**src/design/bfba_pkg.sv**
```systemverilog
// shared constants for the bitmap free block allocator
// operation and status codes, field widths, parameter defaults
package bfba_pkg;

    localparam int WORDS_DEF     = 64;
    localparam int WORD_BITS_DEF = 64;

    localparam int NUM_W  = 16;
    localparam int OP_W   = 2;
    localparam int STAT_W = 2;

    localparam logic [OP_W-1:0] OP_GET   = 2'd0;
    localparam logic [OP_W-1:0] OP_SET   = 2'd1;
    localparam logic [OP_W-1:0] OP_CLEAR = 2'd2;
    localparam logic [OP_W-1:0] OP_FIND  = 2'd3;

    localparam logic [STAT_W-1:0] ST_OK    = 2'd0;
    localparam logic [STAT_W-1:0] ST_RANGE = 2'd1;
    localparam logic [STAT_W-1:0] ST_FULL  = 2'd2;

    localparam logic CFG_LOWEST  = 1'b0;
    localparam logic CFG_HIGHEST = 1'b1;

    localparam logic [NUM_W-1:0] LOWEST_RST  = 16'd0;
    localparam logic [NUM_W-1:0] HIGHEST_RST = 16'd4095;

endpackage

```
**src/design/bfba_split.sv**
```systemverilog
// splits a bit offset into word index and bit position
// reciprocal multiply registered, then one correction step; uses bfba_pkg
module bfba_split #(
    parameter int WORD_BITS = bfba_pkg::WORD_BITS_DEF
) (
    input  logic                                 clk,
    input  logic [bfba_pkg::NUM_W-1:0]           dividend,
    output logic [bfba_pkg::NUM_W-1:0]           quot,
    output logic [$clog2(WORD_BITS)-1:0]         rem
);

    localparam int NW    = bfba_pkg::NUM_W;
    localparam int BW    = $clog2(WORD_BITS);
    localparam int SH    = NW + 8;
    localparam int RW    = SH - 2;
    localparam int PW    = NW + RW;
    localparam logic [RW-1:0] RECIP = RW'((64'd1 << SH) / WORD_BITS);
    localparam logic [NW:0]   WB    = (NW+1)'(WORD_BITS);

    logic [NW-1:0] dividend_reg;
    logic [NW-1:0] q0_reg;
    logic [PW-1:0] prod;
    logic [NW:0]   back;
    logic [NW:0]   r0;

    assign prod = PW'(dividend) * PW'(RECIP);

    always_ff @(posedge clk)
    begin
        dividend_reg <= dividend;
        q0_reg       <= NW'(prod >> SH);
    end

    always_comb
    begin
        back = (NW+1)'(q0_reg) * WB;
        r0   = (NW+1)'(dividend_reg) - back;
        if (r0 >= WB)
        begin
            quot = q0_reg + NW'(1);
            rem  = BW'(r0 - WB);
        end
        else
        begin
            quot = q0_reg;
            rem  = BW'(r0);
        end
    end

endmodule

```
**config.mk**
```make
export PLATFORM = sky130hd
export DESIGN_NAME = bfba_split
export DESIGN_NICKNAME = d
export VERILOG_FILES = /design/src/design/bfba_pkg.sv /design/src/design/bfba_split.sv
export SDC_FILE = /design/constraint.sdc
export NUM_CORES = 1
export LEC_CHECK = 0
export ABC_AREA = 1
export BUFFER_PORTS_ARGS = -buffer_cell sky130_fd_sc_hd__buf_4
export CORE_AREA = 2 2 39 41
export CTS_CLUSTER_DIAMETER = 80
export CTS_CLUSTER_SIZE = 20
export DETAILED_ROUTE_END_ITERATION = 8
export DIE_AREA = 0 0 41 43
export PLACE_DENSITY = 0.66
export REMOVE_ABC_BUFFERS = 1
export SETUP_SLACK_MARGIN = 0.15
export SLEW_MARGIN = 0
export SYNTH_ARGS = -nofsm -noshare
export SYNTH_HDL_FRONTEND = slang
export SYNTH_SLANG_ARGS = --single-unit
```
**constraint.sdc**
```tcl
create_clock -name clk -period 1.3 [get_ports clk]
set_clock_uncertainty 0.15 [all_clocks]
set_input_delay 0.065 -clock clk [delete_from_list [all_inputs] [get_ports clk]]
set_output_delay 0.065 -clock clk [all_outputs]
set_load 0.1 [all_outputs]
```
==> impl_metrics.py <==
metrics = {
    "timing": {
        "worst_hold_slack_ns": 0.282,
        "post-route-period-util_pct": 85.4,
        "slew_violations": 0,
        "clock.fmax_ghz": 0.901,
        "setup_violations": 0,
        "period_needed_ns": 1.11,
        "finalHoldViolations": 0,
        "rsz0062_at_grt": "no",
        "tns_ns": 0,
    },
    "setup_path": {
        "critPathBufInv": 1,
        "cpMaxStageDelayCell": "dfxtp_1",
        "crit_type": "reg -> out",
        "worstSetupEndpointType": "primary output",
        "critical_path.top_delay_family": "flip-flops",
        "worstPathArrival_ns": 0.90,
        "crit_chain": "buf_4",
        "max_stage_delay_ns": 0.33,
        "required_ns": 1.09,
        "cp.depth": 1,
        "start_kind": "flip-flop",
        "critPathMaxFanout": 1,
    },
    "global_routing": {
        "grt_use_total_pct": 10.8,
        "grt_use_met1_pct": 9.24,
        "grt_pass1_wl_um": 1150,
        "grt_pass1_vias": 300,
        "met2_usage_pct": 17.8,
        "grt-busiest-layer": "met2",
        "antenna_found_initial": 0,
        "overflow": 0,
        "met3_usage_pct": 3.66,
        "grt_start_max_net_pins": 9,
    },
    "synth": {
        "seq_area_frac_synth_pct": 86.8,
        "avgSynthCellArea_sq_um": 16.0,
        "synthFlopType": "dfxtp_1",
        "yosysTopAreaCell": "dfxtp_1",
        "netlist_top_cells_count": "dfxtp_1, buf_4, conb_1",
        "synth_most_common_cell": "dfxtp_1",
        "synth-seq-cells": 16,
        "synth-edff-count": 0,
        "netlist_instances": 23,
        "synth.area.top_cells": "dfxtp_1, buf_4, conb_1",
        "synth_top_area_share_pct": 86.8,
        "yosysUniqueCellTypes": 3,
        "syn-cell-area_sq_um": 369,
        "async_reset_ff_share_pct": 0,
        "ys_warn_count": 0,
    },
    "worst_hold_path": {
        "min-delay-path-class": "in -> reg",
        "min_path_cells": 2,
    },
    "clock_network": {
        "htree_levels": 1,
        "cts_resized": 0,
        "clk_pin_slew_ns": 0.08,
        "cts_buffer_depth": 2,
        "cts_buffers": 3,
        "cts_sinks": 16,
        "postCtsSetupBuffers": 0,
        "cts_tree": "yes",
        "cts-root-buf": "clkbuf_4",
    },
    "job": {
        "maxCapViolCount": 0,
    },
    "place": {
        "placedCellCount": 70,
        "post_dp_cell_area_sq_um": 603,
        "gp_congestion": 0.535,
        "place.port_buffers": 32,
    },
    "pwr": {
        "power_switching_mw": 0.431,
        "switching_share_pct": 37.5,
        "p_int_mw": 0.717,
        "vdd_ir_drop_max_mv": 0.825,
        "clkPwrFrac_pct": 21.1,
        "p_per_area_nw_per_um2": 1460,
        "p_comb_share_pct": 33.4,
        "leakage_nw": 0.389,
        "p_total_mw": 1.15,
        "seqPwrFrac_pct": 45.6,
    },
    "floorplanning": {
        "die-area_sq_um": 1760,
        "die_x_um": 41,
        "io_pins": 39,
        "start_util_pct": 26.7,
        "dieHeight_um": 43,
        "rows": 14,
        "coreArea_sq_um": 1380,
    },
    "finish": {
        "layout.nets": 92,
        "drive_gt1_share_pct": 47.9,
        "area_growth_pct": 113,
        "diodes": 0,
        "fin_cells": 89,
        "finalInstanceArea_sq_um": 786,
        "largest_register_ff_count": 15,
    },
    "outcome": {
        "outcome": "complete, no violations",
    },
    "route": {
        "drtAntennaViolNets": 0,
        "drc": 0,
        "post_drt_via_cell_ratio": 3.52,
        "routedWlPerCell_um": 9.51,
        "drtIter0Drc": 0,
        "drt_first_pass_iters": 1,
        "wl_um": 846,
        "vias": 313,
    },
}
==> cell families after synthesis <==
kind of cell	count (synthesis)	synth area share [%]
flip-flops	16	86.8
other	1	1.02
buffers and inverters	6	12.2
==> what timing repair did <==
item,in CTS,in global routing
setup endpoints to repair,0,0
endpoints found under the hold margin,16,0
hold buffers,16,0
==> stage by stage <==
stage | util (%) | setup slack (ns)
after floorplan | - | 0.176
after global placement | 43.6 | 0.501
after detailed placement | 43.6 | 0.494
after CTS | 56.8 | 0.176
after global routing | 56.8 | 0.155
final | 56.8 | 0.190
==> worst paths after layout <==
kind,start,end,slack [ns]
setup / recovery,dividend_reg[7],quot[1],0.19
hold / removal,dividend[11],dividend_reg[11],0.28
==> area by class of cell <==
| class | count | area [sq um] |
|---|---|---|
| fill | 117 | 598 |
| clock buffer | 3 | 22.5 |
| sequential | 16 | 320 |
| timing repair buffer | 48 | 400 |
| tap | 16 | 20.0 |
| multi-input combinational | 6 | 22.5 |
==> power groups by stage <==
| stage | combinational [mW] | sequential, mW | clock, mW |
|---|---|---|---|
| after floorplan | 0.0748 | 0.727 | 0 |
| after global placement | 0.344 | 0.534 | 0 |
| after detailed placement | 0.345 | 0.534 | 0 |
| after CTS | 0.383 | 0.523 | 0.257 |
| after global routing | 0.394 | 0.525 | 0.280 |
| final | 0.383 | 0.523 | 0.242 |
==> cells in the final DEF (no fill, tap or decap) <==
| cell type | netlist | routed |
|---|---|---|
| dlygate4sd3_1 | 0 | 16 |
| buf_4 | 6 | 32 |
| dfxtp_1 | 16 | 16 |
| clkbuf_4 | 0 | 3 |
| conb_1 | 1 | 6 |
==> per-layer routing <==
| layer | routed length, um | vias to the layer above | share of wire [%] |
|---|---|---|---|
| met4 | 4 | 0 | 0.47 |
| met3 | 114 | 2 | 13 |
| met2 | 448 | 26 | 53 |
| li1 | - | 156 | - |
| met5 | 0 | - | 0 |
| met1 | 280 | 129 | 33 |
Power figures use the tool's default switching activity.
